File: config.mk
export PLATFORM = sky130hd
export DESIGN_NAME = encoder_angle_frame_reader_unit
export DESIGN_NICKNAME = d
export VERILOG_FILES = /design/src/eafr_pkg.sv /design/src/eafr_frame.sv /design/src/encoder_angle_frame_reader_unit.sv
export SDC_FILE = /design/constraint.sdc
export NUM_CORES = 1
export LEC_CHECK = 0
export BUFFER_PORTS_ARGS = -buffer_cell sky130_fd_sc_hd__buf_4
export CORE_MARGIN = 2
export CORE_UTILIZATION = 40
export DETAILED_ROUTE_END_ITERATION = 10
export PLACE_DENSITY = 0.58
export SLEW_MARGIN = 20
export SYNTH_ARGS = -nofsm -noshare
export SYNTH_HDL_FRONTEND = slang
export SYNTH_SLANG_ARGS = --single-unit
File: constraint.sdc
create_clock -name aclk -period 5.44 [get_ports aclk]
set_input_delay 0 -clock aclk [delete_from_list [all_inputs] [get_ports aclk]]
set_output_delay 0 -clock aclk [all_outputs]
set_load 0.005 [all_outputs]
File: src/eafr_pkg.sv
// ----------------------------------------------------------------------------
// Encoder angle frame reader package
// Shared codes, widths, the result record and the CRC-8 byte update.
// ----------------------------------------------------------------------------
package eafr_pkg;

    // Frame layout: angle high, angle low, status, then the CRC byte.
    localparam int PAYLOAD_BYTES = 3;
    localparam int POS_W         = 2;

    // CRC-8 with polynomial 0x1D, seeded with all ones, inverted at the end.
    localparam logic [7:0] CRC_POLY = 8'h1D;
    localparam logic [7:0] CRC_INIT = 8'hFF;

    // Register reset values.
    localparam logic [3:0] MAX_ATTEMPTS_RST = 4'd6;
    localparam logic [7:0] COMMAND_CODE_RST = 8'h05;
    localparam logic [3:0] ATTEMPT_SAT      = 4'd15;

    // Configuration port geometry.
    localparam int CFG_ADDR_W = 1;
    localparam int CFG_DATA_W = 8;

    // Stream payload widths.
    localparam int S_TDATA_W = 8;
    localparam int S_TUSER_W = 2;
    localparam int M_TDATA_W = 48;
    localparam int M_TUSER_W = 2;

    typedef enum logic [CFG_ADDR_W-1:0] {
        REG_MAX_ATTEMPTS = 1'd0,
        REG_COMMAND_CODE = 1'd1
    } reg_idx_t;

    typedef enum logic [1:0] {
        KIND_START = 2'd0,
        KIND_BYTE  = 2'd1,
        KIND_ABORT = 2'd2
    } kind_t;

    typedef enum logic [1:0] {
        EV_COMMAND = 2'd0,
        EV_SUCCESS = 2'd1,
        EV_FAILED  = 2'd2
    } event_t;

    // One result record as produced by the frame logic.
    typedef struct packed {
        event_t       event_res;
        logic [7:0]   tx_byte;
        logic [15:0]  angle;
        logic [7:0]   status;
        logic [7:0]   frame_crc;
        logic [3:0]   attempts_used;
    } result_t;

    // Bitwise CRC-8 update over one byte, most significant bit first.
    function automatic logic [7:0] crc8_update(input logic [7:0] crc,
                                               input logic [7:0] data);
        logic [7:0] v;
        v = crc ^ data;
        for (int b = 0; b < 8; b++) begin
            if (v[7]) begin
                v = {v[6:0], 1'b0} ^ CRC_POLY;
            end else begin
                v = {v[6:0], 1'b0};
            end
        end
        return v;
    endfunction

endpackage

File: src/eafr_frame.sv
// ----------------------------------------------------------------------------
// Encoder angle frame state
// Holds the read state, assembles frames, checks the CRC and forms results.
// ----------------------------------------------------------------------------
module eafr_frame
    import eafr_pkg::*;
(
    input  logic        aclk,
    input  logic        aresetn,
    input  logic [3:0]  max_attempts,
    input  logic [7:0]  command_code,
    input  logic        item_valid,
    input  logic        item_fire,
    input  logic [1:0]  item_kind,
    input  logic [7:0]  item_byte,
    output logic        res_valid,
    output result_t     res
);

    logic             busy_reg,      busy_next;
    logic [POS_W-1:0] pos_reg,       pos_next;
    logic [7:0]       crc_reg,       crc_next;
    logic [3:0]       attempts_reg,  attempts_next;
    logic [7:0]       ang_hi_reg,    ang_hi_next;
    logic [7:0]       ang_lo_reg,    ang_lo_next;
    logic [7:0]       status_reg,    status_next;

    logic [3:0] limit;
    logic [3:0] attempts_inc;

    assign limit        = (max_attempts == 4'd0) ? 4'd1 : max_attempts;
    assign attempts_inc = (attempts_reg == ATTEMPT_SAT) ? attempts_reg
                                                        : attempts_reg + 4'd1;

    // Next state and result for the item held in the input register.
    always_comb begin
        busy_next     = busy_reg;
        pos_next      = pos_reg;
        crc_next      = crc_reg;
        attempts_next = attempts_reg;
        ang_hi_next   = ang_hi_reg;
        ang_lo_next   = ang_lo_reg;
        status_next   = status_reg;
        res_valid     = 1'b0;
        res           = '0;
        res.event_res = EV_COMMAND;

        case (item_kind)
            KIND_START: begin
                busy_next     = 1'b1;
                pos_next      = '0;
                crc_next      = CRC_INIT;
                attempts_next = '0;
                res_valid     = 1'b1;
                res.event_res = EV_COMMAND;
                res.tx_byte   = command_code;
            end
            KIND_ABORT: begin
                if (busy_reg) begin
                    busy_next         = 1'b0;
                    pos_next          = '0;
                    crc_next          = CRC_INIT;
                    res_valid         = 1'b1;
                    res.event_res     = EV_FAILED;
                    res.attempts_used = attempts_reg;
                end
            end
            KIND_BYTE: begin
                if (busy_reg) begin
                    if (pos_reg < POS_W'(PAYLOAD_BYTES)) begin
                        // Payload byte: store it and fold it into the CRC.
                        if (pos_reg == 2'd0) begin
                            ang_hi_next = item_byte;
                        end else if (pos_reg == 2'd1) begin
                            ang_lo_next = item_byte;
                        end else begin
                            status_next = item_byte;
                        end
                        crc_next = crc8_update(crc_reg, item_byte);
                        pos_next = pos_reg + 2'd1;
                    end else begin
                        // CRC byte closes the frame.
                        attempts_next = attempts_inc;
                        pos_next      = '0;
                        crc_next      = CRC_INIT;
                        if (item_byte == ~crc_reg) begin
                            busy_next         = 1'b0;
                            res_valid         = 1'b1;
                            res.event_res     = EV_SUCCESS;
                            res.angle         = {ang_hi_reg, ang_lo_reg};
                            res.status        = status_reg;
                            res.frame_crc     = item_byte;
                            res.attempts_used = attempts_inc;
                        end else if (attempts_inc >= limit) begin
                            busy_next         = 1'b0;
                            res_valid         = 1'b1;
                            res.event_res     = EV_FAILED;
                            res.attempts_used = attempts_inc;
                        end
                    end
                end
            end
            default: begin
            end
        endcase

        if (!item_valid) begin
            res_valid = 1'b0;
        end
    end

    // Control state.
    always_ff @(posedge aclk) begin
        if (!aresetn) begin
            busy_reg     <= 1'b0;
            pos_reg      <= '0;
            crc_reg      <= CRC_INIT;
            attempts_reg <= '0;
        end else if (item_fire) begin
            busy_reg     <= busy_next;
            pos_reg      <= pos_next;
            crc_reg      <= crc_next;
            attempts_reg <= attempts_next;
        end
    end

    // Frame payload bytes; only read after the matching position wrote them.
    always_ff @(posedge aclk) begin
        if (item_fire) begin
            ang_hi_reg <= ang_hi_next;
            ang_lo_reg <= ang_lo_next;
            status_reg <= status_next;
        end
    end

endmodule

File: src/encoder_angle_frame_reader_unit.sv
// ----------------------------------------------------------------------------
// Encoder angle frame reader
// Reads CRC-checked angle frames from a serial angle encoder.
// ----------------------------------------------------------------------------
// Usage:
// The slave stream carries one request per transfer: s_tuser holds the kind
// (start read, received byte, bus error) and s_tdata the received byte.
// A start request yields a command result holding the byte to transmit.
// Received bytes are grouped in frames of angle high, angle low, status and
// CRC; a good frame yields a success result with angle, status and CRC, and
// a bad frame starts another attempt until max_attempts frames have failed.
// A bus error during a read yields a failure result.
// A request passes through one input register and then one result register
// on its way to m_tvalid. One request is accepted every cycle while the
// receiver keeps up; the CRC-8 update of one byte fits between them.
// When the receiver stalls, the result register holds its result and the
// input register still takes one more request; a request that produces no
// result passes through even while the result waits.
// Reset is synchronous and active low; it clears the read state and loads
// the register defaults (six attempts, command byte 0x05).
// Registers are written through cfg_wr_en, cfg_addr and cfg_wdata.
// ----------------------------------------------------------------------------
module encoder_angle_frame_reader_unit
    import eafr_pkg::*;
(
    input  logic                  aclk,
    input  logic                  aresetn,
    // Configuration write port.
    input  logic                  cfg_wr_en,
    input  logic [CFG_ADDR_W-1:0] cfg_addr,
    input  logic [CFG_DATA_W-1:0] cfg_wdata,
    // Request stream.
    input  logic                  s_tvalid,
    output logic                  s_tready,
    input  logic [S_TDATA_W-1:0]  s_tdata,   // [7:0] rx_byte
    input  logic [S_TUSER_W-1:0]  s_tuser,   // [1:0] kind
    // Result stream.
    output logic                  m_tvalid,
    input  logic                  m_tready,
    output logic [M_TDATA_W-1:0]  m_tdata,   // [7:0] tx_byte, [23:8] angle,
                                             // [31:24] status, [39:32] frame_crc,
                                             // [43:40] attempts_used, [47:44] zero
    output logic [M_TUSER_W-1:0]  m_tuser    // [1:0] event_res
);

    logic [3:0] max_attempts_reg;
    logic [7:0] command_code_reg;

    logic       in_valid_reg;
    logic [1:0] in_kind_reg;
    logic [7:0] in_byte_reg;

    logic       out_valid_reg;
    result_t    out_res_reg;

    logic       res_valid;
    result_t    res;
    logic       out_free;
    logic       advance;

    // Configuration registers.
    always_ff @(posedge aclk) begin
        if (!aresetn) begin
            max_attempts_reg <= MAX_ATTEMPTS_RST;
            command_code_reg <= COMMAND_CODE_RST;
        end else if (cfg_wr_en) begin
            case (cfg_addr)
                REG_MAX_ATTEMPTS: max_attempts_reg <= cfg_wdata[3:0];
                REG_COMMAND_CODE: command_code_reg <= cfg_wdata;
                default: begin
                end
            endcase
        end
    end

    // The held request moves on when it has no result or the result slot frees.
    assign out_free = !out_valid_reg || m_tready;
    assign advance  = in_valid_reg && (!res_valid || out_free);
    assign s_tready = !in_valid_reg || advance;

    // Input register.
    always_ff @(posedge aclk) begin
        if (!aresetn) begin
            in_valid_reg <= 1'b0;
        end else if (s_tready) begin
            in_valid_reg <= s_tvalid;
        end
    end

    always_ff @(posedge aclk) begin
        if (s_tready && s_tvalid) begin
            in_kind_reg <= s_tuser;
            in_byte_reg <= s_tdata;
        end
    end

    eafr_frame u_frame (
        .aclk         (aclk),
        .aresetn      (aresetn),
        .max_attempts (max_attempts_reg),
        .command_code (command_code_reg),
        .item_valid   (in_valid_reg),
        .item_fire    (advance),
        .item_kind    (in_kind_reg),
        .item_byte    (in_byte_reg),
        .res_valid    (res_valid),
        .res          (res)
    );

    // Result register.
    always_ff @(posedge aclk) begin
        if (!aresetn) begin
            out_valid_reg <= 1'b0;
        end else if (advance && res_valid) begin
            out_valid_reg <= 1'b1;
        end else if (m_tready) begin
            out_valid_reg <= 1'b0;
        end
    end

    always_ff @(posedge aclk) begin
        if (advance && res_valid) begin
            out_res_reg <= res;
        end
    end

    assign m_tvalid = out_valid_reg;
    assign m_tuser  = out_res_reg.event_res;
    assign m_tdata  = {4'd0, out_res_reg.attempts_used, out_res_reg.frame_crc,
                       out_res_reg.status, out_res_reg.angle, out_res_reg.tx_byte};

endmodule

After elaboration in Yosys (flattened, before gate mapping)
Index checks and enable logic that the tools add are counted.
W data, S select, Z words.
{"block": "word_totals", "in_bits": 24, "mem_bits_ro": 0, "memories": 0, "ram_bits": 0, "regBits": 109, "word_cells": 139, "latch_bits": 0}
{"block": "classes", "div_mod_pow": 0, "n_reduce_logical": 24, "n_bitwise": 16, "n_mux": 68, "n_mul": 0, "n_eq_ne": 8, "n_addsub": 2, "order_cmp": 2, "shifts": 0}
{"op": "$mux W8", "count": 24}
{"op": "$mux W5", "count": 8}
{"op": "$mux W4", "count": 9}
{"op": "$not A4 Y4", "count": 8}
{"op": "$pmux W8 S3", "count": 1}
{"op": "$mux W2", "count": 8}
{"op": "$pmux W4 S2", "count": 2}
{"op": "$mux W1", "count": 12}
{"op": "$reduce_and A6 Y1", "count": 2}
{"op": "$eq A8 B8 Y1", "count": 1}
{"op": "$not A8 Y8", "count": 1}
{"op": "$reduce_and A4 Y1", "count": 2}
{"op": "$xor A8 B8 Y8", "count": 1}
{"op": "$not A1 Y1", "count": 6}
{"op": "$pmux W1 S3", "count": 2}
{"op": "$pmux W2 S3", "count": 1}
{"op": "$reduce_and A2 Y1", "count": 3}
{"op": "$reduce_and A5 Y1", "count": 1}
{"op": "$add A4 B1 Y4 const B", "count": 1}
{"op": "$eq A2 B1 Y1 const B", "count": 2}
{"op": "$eq A4 B4 Y1 const B", "count": 1}
{"op": "$ge A4 B4 Y1", "count": 1}
{"op": "$logic_not A2 Y1", "count": 2}
{"op": "$logic_not A4 Y1", "count": 1}
{"op": "other kinds (12)", "count": 20}

Longest topological paths before layout
Gate-level depths: netlist of run 1.
{"block": "logic_depth", "word_depth": 41, "depth_mapped": 13, "mapped_depth_nobuf": 12}

Hierarchy
From an unflattened synthesis of run 1, not the netlist that was laid out.
{"block": "unflattened", "hier_cells": 350, "area_unflattened_um2": 4589.4}
{"mod": "eafr_frame", "area_per_inst_um2": 2314.7, "cells_each": 227, "n_inst": 1, "seq_area_each_um2": 1021.0}
{"mod": "encoder_angle_frame_reader_unit", "area_per_inst_um2": 2274.7, "cells_each": 123, "n_inst": 1, "seq_area_each_um2": 1961.9}

Least setup slack after synthesis of run 1
OpenSTA, ideal clock, no wires.
{"block": "synth_path", "kind": "register to register", "from": "reg u_frame.attempts_reg[1]", "to": "reg out_res_reg (netlist bit m_tdata[0]), enable pin", "setup_time_ps": 455, "setup_slack_ps": 777, "arrival_time_ps": 4208, "stages_incl_launch_ff": 12, "n_path_buf": 0, "synth_period_minus_slack_ps": 4663, "path_cell_list": "dfxtp_1 ha_1 nand3_1 xnor2_1 inv_1 ha_1 nand2b_1 a221o_1 nand4_1 a21oi_1 o21ai_0 nor2b_1"}
{"block": "synth_via", "elab_chain_len": 13, "word_cells_on_any_way": 14}
{"element": "start, declared", "line_no": "eafr_frame.sv:23", "source": "logic [3:0] attempts_reg, attempts_next;"}
{"element": "start signal, assigned", "line_no": "eafr_frame.sv:123", "source": "attempts_reg <= attempts_next;"}
{"element": "$add A4 B1 Y4 or $eq A4 B4 Y1 (tied branches)", "line_no": "eafr_frame.sv:33, eafr_frame.sv:32"}
{"element": "$mux W4 *", "line_no": "eafr_frame.sv:32", "source": "assign attempts_inc = (attempts_reg == ATTEMPT_SAT) ? attempts_reg"}
{"element": "$ge A4 B4 Y1 *", "line_no": "eafr_frame.sv:94", "source": "end else if (attempts_inc >= limit) begin"}
{"element": "$mux W1 *", "line_no": "eafr_frame.sv:94"}
{"element": "$mux W1 *", "line_no": "eafr_frame.sv:86", "source": "if (item_byte == ~crc_reg) begin"}
{"element": "$mux W1 *", "line_no": "eafr_frame.sv:70", "source": "if (pos_reg < POS_W'(PAYLOAD_BYTES)) begin"}
{"element": "$mux W1 *", "line_no": "eafr_frame.sv:69", "source": "if (busy_reg) begin"}
{"element": "$pmux W1 S3 *", "line_no": "eafr_frame.sv:48", "source": "case (item_kind)"}
{"element": "$mux W1 *", "line_no": "eafr_frame.sv:107", "source": "if (!item_valid) begin"}
{"element": "$logic_not A1 Y1", "line_no": "encoder_angle_frame_reader_unit.sv:78", "source": "assign advance = in_valid_reg && (!res_valid || out_free);"}
{"element": "$logic_or A1 B1 Y1", "line_no": "encoder_angle_frame_reader_unit.sv:78"}
{"element": "$logic_and A1 B1 Y1", "line_no": "encoder_angle_frame_reader_unit.sv:78"}
{"element": "$logic_and A1 B1 Y1 *", "line_no": "encoder_angle_frame_reader_unit.sv:122", "source": "if (advance && res_valid) begin"}
{"element": "end signal, assigned", "line_no": "encoder_angle_frame_reader_unit.sv:123", "source": "out_res_reg <= res;"}
{"element": "end, declared", "line_no": "encoder_angle_frame_reader_unit.sv:54", "source": "result_t out_res_reg;"}
Mark *: on every way between the ends. The rest lies on a longest branch, timed or not.
A chain may end at the register's enable or synchronous reset.

Worst setup path after layout of run 1
{"block": "layout_path", "from": "reg u_frame.attempts_reg[1]", "to": "reg out_res_reg (netlist bit m_tdata[32]), enable pin"}
The elaborated chain is that of the path after synthesis.

==> implementation parameters, run 1 <==
Parameter                              Value

STA
  Setup clock skew after layout ... 0.00741 ns
  Share of the clock period used by the worst path ... 0.727
  Min Clock Period, post-route ... 3.96 ns
  Hold Fails Final Rpt ... 1
  Final sum of negative setup slack ... 0 ns
  Max-slew violation count ... 0
  Fmax achieved ... 253 MHz
  Unrepaired setup endpoints after global routing ... no
  Worst Tran Pin Value ... 0.799 ns
  Min Hold Slack ... -0.000423 ns
  Worst relative slew slack ... 0.467
  Setup-failing EPs final ... 0

Status
  Status ... finished, violations left
  Violations in the final reports ... negative hold slack

Worst setup path
  Worst reg2reg path startpoint ... u_frame.attempts_reg[1]
  Critical Path Fanout Max ... 33
  Startpoint type of the worst setup path ... flip-flop
  Critical path capture point type ... flip-flop
  WP data required ... 5.45 ns
  Critical Path AT ... 3.96 ns
  Setup CP Type ... reg -> reg
  Launching instance or port of the critical path ... u_frame.attempts_reg[1]

Floorplan
  Die X-Extent ... 112 um
  Die footprint ... 12600 um^2
  Total I/O pin count ... 76
  Cell row count ... 39
  Y dimension of the die ... 112 um
  Placeable core region ... 11400 um^2
  Starting Density ... 0.409

Power and ir drop
  Leakage ... 2.16 nW
  PD cells ... 292 nW/um^2
  Highest ir drop seen on vdd ... 0.179 mV

Clock network
  Worst-Skew Late Latency ... 0.35 ns
  Worst-path clk slew ... 0.07 ns
  Number of clock sinks seen by CTS ... 109
  Root buffer selected by CTS ... sky130_fd_sc_hd__clkbuf_16
  # H-tree levels ... 3
  Maximum buffer depth of the clock tree ... 2
  Clock tree from TritonCTS ... yes
  Postcts setup bufs ... 0
  Cts bufs inserted ... 9

Logic synthesis
  Synthesized area per cell ... 12.5 um^2
  EDFF count, synth ... 80
  Main combinational cell family by area after synthesis ... simple AND/OR/NAND/NOR gates
  Flip-flop and latch count after synthesis ... 109
  Synth Area in Adders ... 0.0295
  Post-Syn Area ... 4670 um^2
  Number of distinct library cell variants in the gate-level netlist after synthesis ... 51
  Share of the yosys chip area belonging to registers ... 0.638
  Xor-xnor portion of the synthesized cell area ... 0.0506
  Fraction of the mapped netlist area in compound gates ... 0.0645
  Top flip-flop cell by instance count after synthesis ... sky130_fd_sc_hd__edfxtp_1
  Proportion of synthesized area in mux cells ... 0.0241
  Proportion of synthesized flip-flops having asynchronous set or reset ... 0
  Number of synthesis warnings ... 0
  Synth Instances ... 374
  Simple-gate area share of the yosys netlist ... 0.161

Worst hold path
  Worst hold path type ... in -> reg
  Startpoint of the lowest-slack hold path ... m_tready

GRT
  Maximum number of pins on one net before global-route repair ... 34
  Global router's overall resource usage ... 0.154
  Antenna violations before repair ... 0
  Gr ovfl total ... 0
  Vias in the first global route ... 3033
  First-pass GRT wire length ... 15100 um

Route
  Via count ... 2986
  Via count normalized by instance count ... 4.87
  Wire length after detailed routing ... 9280 um
  Starting DRT DRC Count ... 186
  ANT nets after route ... 0
  Initial DRT Pass Iterations ... 4
  Detail-routed net length per standard cell ... 15.1 um
  Drt drc ... 0

Final layout
  Commonest cells after routing, fill and taps aside ... sky130_fd_sc_hd__edfxtp_1, sky130_fd_sc_hd__buf_4, sky130_fd_sc_hd__and2_1
  Most frequent standard cell in the layout excluding fill and tap cells ... sky130_fd_sc_hd__edfxtp_1
  Antenna diodes ... 0
  Number of flip-flops in the largest register ... 44
  Final net count ... 500
  Fin util ... 0.512
  Final cell count without fillers ... 613
  Fraction of final layout cells sized beyond drive strength 1 ... 0.213
  Layout overhead on the synthesized area ... 25.0%

Place
  Estimated wirelength of the detail-placed design ... 6490 um
  Port Buffers ... 71
  Cell count after placement ... 575
  Last weighted congestion value of the routability-driven placer ... 0.837

Run
  Maximum capacitance violations ... 0
-- area by class of cell --
class                      instances  area (um^2)
multi-input combinational        238         1570
fill                            1025         5580
clock inverter                     7         72.6
tap                              143          179
clock buffer                       9          225
sequential                       109         2980
inverter                          12         45.0
timing repair buffer              95          768
-- per-layer routing --
metal  GRT usage  wire length (um)  vias up
met3      0.0238               431       17
met1       0.205              4180     1407
li1            -                 -     1492
met4      0.0821               227        0
met2       0.246              4450       70
met5           0                 0        -
-- critical path, cell delays in order (launching register included) --
cell and delay [ns]:
sky130_fd_sc_hd__dfxtp_1 0.41, sky130_fd_sc_hd__ha_1 0.32, sky130_fd_sc_hd__nand3_1 0.16, sky130_fd_sc_hd__xnor2_1 0.27, sky130_fd_sc_hd__inv_1 0.09, sky130_fd_sc_hd__ha_1 0.28
sky130_fd_sc_hd__nand2b_1 0.13, sky130_fd_sc_hd__a221o_1 0.17, sky130_fd_sc_hd__nand4_1 0.14, sky130_fd_sc_hd__a21oi_1 0.43, sky130_fd_sc_hd__o21ai_0 0.26, sky130_fd_sc_hd__nor2b_4 0.46
sky130_fd_sc_hd__buf_4 0.47
-- repair_timing --
| item | CTS | global route |
|---|---|---|
| endpoints found under the setup margin | 0 | 0 |
| hold buffers | 22 | 0 |
| resized for setup | 0 | 0 |
| hold endpoints to repair | 25 | 0 |
-- cells by family after synthesis --
group           Yosys count
flops                   109
other cells               1
simple gates            138
fa+ha+maj                11
xor+xnor                 27
buf+inv                  30
mux                      11
compound gates           47
-- path summary, 6_finish.rpt --
kind,to,depth (start not counted),slack (ns)
setup / recovery,m_tdata[32],12,1.48
hold / removal,m_tvalid,3,-0.0004
setup reg to reg,m_tdata[32],12,1.48
hold reg to reg,command_code_reg[5],2,0.46
-- through the flow --
step                hold WS, ns  instance area [um^2]  setup WS [ns]  total power [W]
floorplan                0.0989                  4680          0.777          0.00101
global placement          0.178                  5320           1.39          0.00105
detailed placement        0.180                  5320           1.20          0.00105
CTS                    0.000685                  5840           1.18          0.00172
global route             0.0276                  5840           1.21          0.00177
finish                -0.000423                  5840           1.48          0.00171
-- cells in the mapped netlist, types with 6 or more instances --
master	instances	area, um^2
sky130_fd_sc_hd__dfxtp_1	29	581
sky130_fd_sc_hd__inv_1	12	45.0
sky130_fd_sc_hd__and2_1	44	275
sky130_fd_sc_hd__nor2b_1	8	50.1
sky130_fd_sc_hd__nand2_1	27	101
sky130_fd_sc_hd__clkbuf_1	11	41.3
sky130_fd_sc_hd__ha_1	11	138
sky130_fd_sc_hd__xnor2_1	22	193
sky130_fd_sc_hd__o21ai_0	6	30.0
sky130_fd_sc_hd__a21oi_1	20	100
sky130_fd_sc_hd__nor2_1	23	86.3
sky130_fd_sc_hd__edfxtp_1	80	2400
sky130_fd_sc_hd__mux2i_1	9	90.1
-- report_power, final --
group | internal [W] | leakage [nW] | total, W | switching, W
combinational | 0.0000635 | 1.08 | 0.000124 | 0.0000607
sequential | 0.000906 | 0.936 | 0.000920 | 0.0000142
clock | 0.000361 | 0.150 | 0.000662 | 0.000302
total | 0.00133 | 2.16 | 0.00171 | 0.000377
Power figures use the tool's default switching activity.
==> inputs of run 2 (changes only) <==
clock period = 3.7 ns   (was 5.44 ns; I/O delays follow)
==> run 2 against run 1 <==
The flow now finishes without violations. Fmax rose by 14%. Die area did not move. Wire length fell by 2.6%. Cell count rose by 0.98%. Sequential cell count did not move. Critical path type unchanged. Largest power group unchanged. Clock-buffer cell count did not move. Critical path depth did not move. Critical endpoint is now u_frame.ang_lo_reg[7]. Register-to-register slack got worse by 1.3 ns. Highest routed layer unchanged. First-iteration DRC count fell by 6.5%.
==> implementation parameters, run 2 (same netlist as run 1, synthesis figures left out) <==
Parameter                              Value

Status
  Status ... complete, no violations

Final layout
  Fraction of final layout cells sized beyond drive strength 1 ... 0.233
  Total area of sequential cells ... 2980 um^2
  Most frequent standard cell in the layout excluding fill and tap cells ... sky130_fd_sc_hd__edfxtp_1
  Final cell count without fillers ... 619
  Final net count ... 506
  Commonest cells after routing, fill and taps aside ... sky130_fd_sc_hd__edfxtp_1, sky130_fd_sc_hd__buf_4, sky130_fd_sc_hd__and2_1
  Number of fill cells in the layout ... 1028
  Layout overhead on the synthesized area ... 26.8%
  Number of flip-flops in the largest register ... 44
  Antenna diodes ... 0
  Multi-input combinational cell area ... 1580 um^2

Run
  Maximum capacitance violations ... 0

Worst hold path
  Worst hold path type ... in -> reg
  Destination of the worst hold path ... m_tvalid
  Worst hold path depth ... 3
  Startpoint of the lowest-slack hold path ... m_tready

Power and ir drop
  Sequential Power Share ... 0.533
  Switching power ... 0.000565 W
  Highest ir drop seen on vdd ... 0.216 mV
  Internal power summed over all cells ... 0.00197 W
  Relative contribution of combinational cells to total power ... 0.074
  Leakage ... 2.20 nW
  Net Sw Frac ... 0.223
  PD cells ... 428 nW/um^2
  Clock share of power ... 0.392

Route
  Via count normalized by instance count ... 4.80
  ANT nets after route ... 0
  Detail-routed net length per standard cell ... 14.6 um
  Starting DRT DRC Count ... 174
  Drt drc ... 0
  Via count ... 2974
  Wire length after detailed routing ... 9040 um
  Initial DRT Pass Iterations ... 4

Clock network
  Number of clock sinks seen by CTS ... 109
  Worst-Skew Late Latency ... 0.34 ns
  Worst-path clk slew ... 0.07 ns
  Root buffer selected by CTS ... sky130_fd_sc_hd__clkbuf_16
  # H-tree levels ... 3
  Cts bufs inserted ... 9
  Clock tree from TritonCTS ... yes
  Maximum buffer depth of the clock tree ... 2
  Postcts setup bufs ... 0

STA
  Min Hold Slack ... 0.0202 ns
  Hold Fails Final Rpt ... 0
  Worst relative slew slack ... 0.488
  Share of the clock period used by the worst path ... 0.940
  Min Clock Period, post-route ... 3.48 ns
  Worst Tran Pin Value ... 0.767 ns
  Setup clock skew after layout ... 0.00892 ns
  Final sum of negative setup slack ... 0 ns
  Fmax achieved ... 287 MHz
  Max-slew violation count ... 0
  Setup-failing EPs final ... 0
  Setup ws final ... 0.221 ns

Worst setup path
  Largest delay contributor family on the critical path ... simple AND/OR/NAND/NOR gates
  Worst reg2reg path startpoint ... u_frame.attempts_reg[1]
  Setup CP Type ... reg -> reg
  Startpoint type of the worst setup path ... flip-flop
  Cell mode on critical path ... sky130_fd_sc_hd__inv_1
  Bufs and invs on worst path ... 2
  WP data required ... 3.73 ns
  Cells traversed along the worst timing path ... ha_2 > nand3_1 > xnor2_1 > inv_1 > ha_1 > nand2b_1 > a211o_2 > and4_4 > o31a_1 > inv_1 > and3_1 > and4_2
  Critical Path AT ... 3.51 ns
  Reg2Reg Capture Point ... u_frame.ang_lo_reg[7]
  Logic depth of the worst register-to-register path ... 12
  Critical path capture point type ... flip-flop
  Register-to-Register Setup Slack ... 0.22 ns
  Highest cell delay on the worst timing path ... 0.42 ns
  Critical Path Fanout Max ... 8
  Critical path's slowest cell ... sky130_fd_sc_hd__dfxtp_1

GRT
  Gr ovfl total ... 0
  Global router's overall resource usage ... 0.147
  Maximum number of pins on one net before global-route repair ... 42
  First-pass GRT wire length ... 14600 um
  Vias in the first global route ... 2910
  Antenna violations before repair ... 0

Floorplan
  Die X-Extent ... 112 um
  Die footprint ... 12600 um^2
  Y dimension of the die ... 112 um
  Starting Density ... 0.409
  Cell row count ... 39
  Total I/O pin count ... 76
  Placeable core region ... 11400 um^2

Place
  Placement-stage worst setup slack ... 0.125 ns
  Cell count after placement ... 581
  Last weighted congestion value of the routability-driven placer ... 0.875
  Port Buffers ... 71
  Estimated wirelength of the detail-placed design ... 6190 um
run 2: worst reg2reg max path: cells and delay by family (launching register included):
kind,cells,cell delay (ns)
AND/OR/NAND/NOR,5,1.08
AO/OA/AOI/OAI,2,0.66
adder cells (fa/ha/maj),2,0.57
flip-flops,1,0.42
XOR/XNOR,1,0.25
buffers and inverters,2,0.19
run 2: power groups by stage:
| stage | registers [W] | clock network, W | logic [W] |
|---|---|---|---|
| 4_1_cts | 0.00135 | 0.00102 | 0.000188 |
| 3_5_place_dp | 0.00138 | 0 | 0.000169 |
| 5_1_grt | 0.00136 | 0.00107 | 0.000206 |
| 2_1_floorplan | 0.00137 | 0 | 0.000109 |
| 6_report | 0.00135 | 0.000995 | 0.000188 |
| 3_3_place_gp | 0.00138 | 0 | 0.000169 |
run 2: area by class of cell:
type | instances | share of cell area
multi-input combinational | 238 | 0.266
inverter | 12 | 0.00760
timing repair buffer | 101 | 0.139
clock buffer | 9 | 0.0380
tap | 143 | 0.0302
sequential | 109 | 0.503
clock inverter | 7 | 0.0152
run 2: timing repair:
item,CTS,global route
hold endpoints to repair,25,0
hold buffers,22,0
resized for setup,0,4
endpoints found under the setup margin,0,71
run 2: worst max path at each step:
stage,startpoint,to,cells past startpoint
finish,u_frame.attempts_reg[1],u_frame.ang_lo_reg[7],12
global route,u_frame.attempts_reg[1],u_frame.ang_lo_reg[7],12
CTS,u_frame.attempts_reg[1],u_frame.ang_lo_reg[7],12
detailed placement,u_frame.attempts_reg[1],u_frame.ang_lo_reg[4],12
global placement,u_frame.attempts_reg[1],u_frame.ang_lo_reg[4],12
floorplan,u_frame.attempts_reg[1],u_frame.status_reg[0],13
run 2: stage by stage:
step / utilization / power (W) / instance area, um^2
2_1_floorplan: - / 0.00148 / 4700
3_3_place_gp: 0.471 / 0.00155 / 5380
3_5_place_dp: 0.471 / 0.00155 / 5380
4_1_cts: 0.518 / 0.00256 / 5920
5_1_grt: 0.519 / 0.00264 / 5930
6_report: 0.519 / 0.00254 / 5930
run 2: metal layers:
metal	vias up	global-route usage	share of wire
li1	1506	-	-
met2	73	0.227	0.47
met1	1385	0.209	0.48
met3	10	0.0254	0.042
met5	-	0	0
met4	0	0.0577	0.012
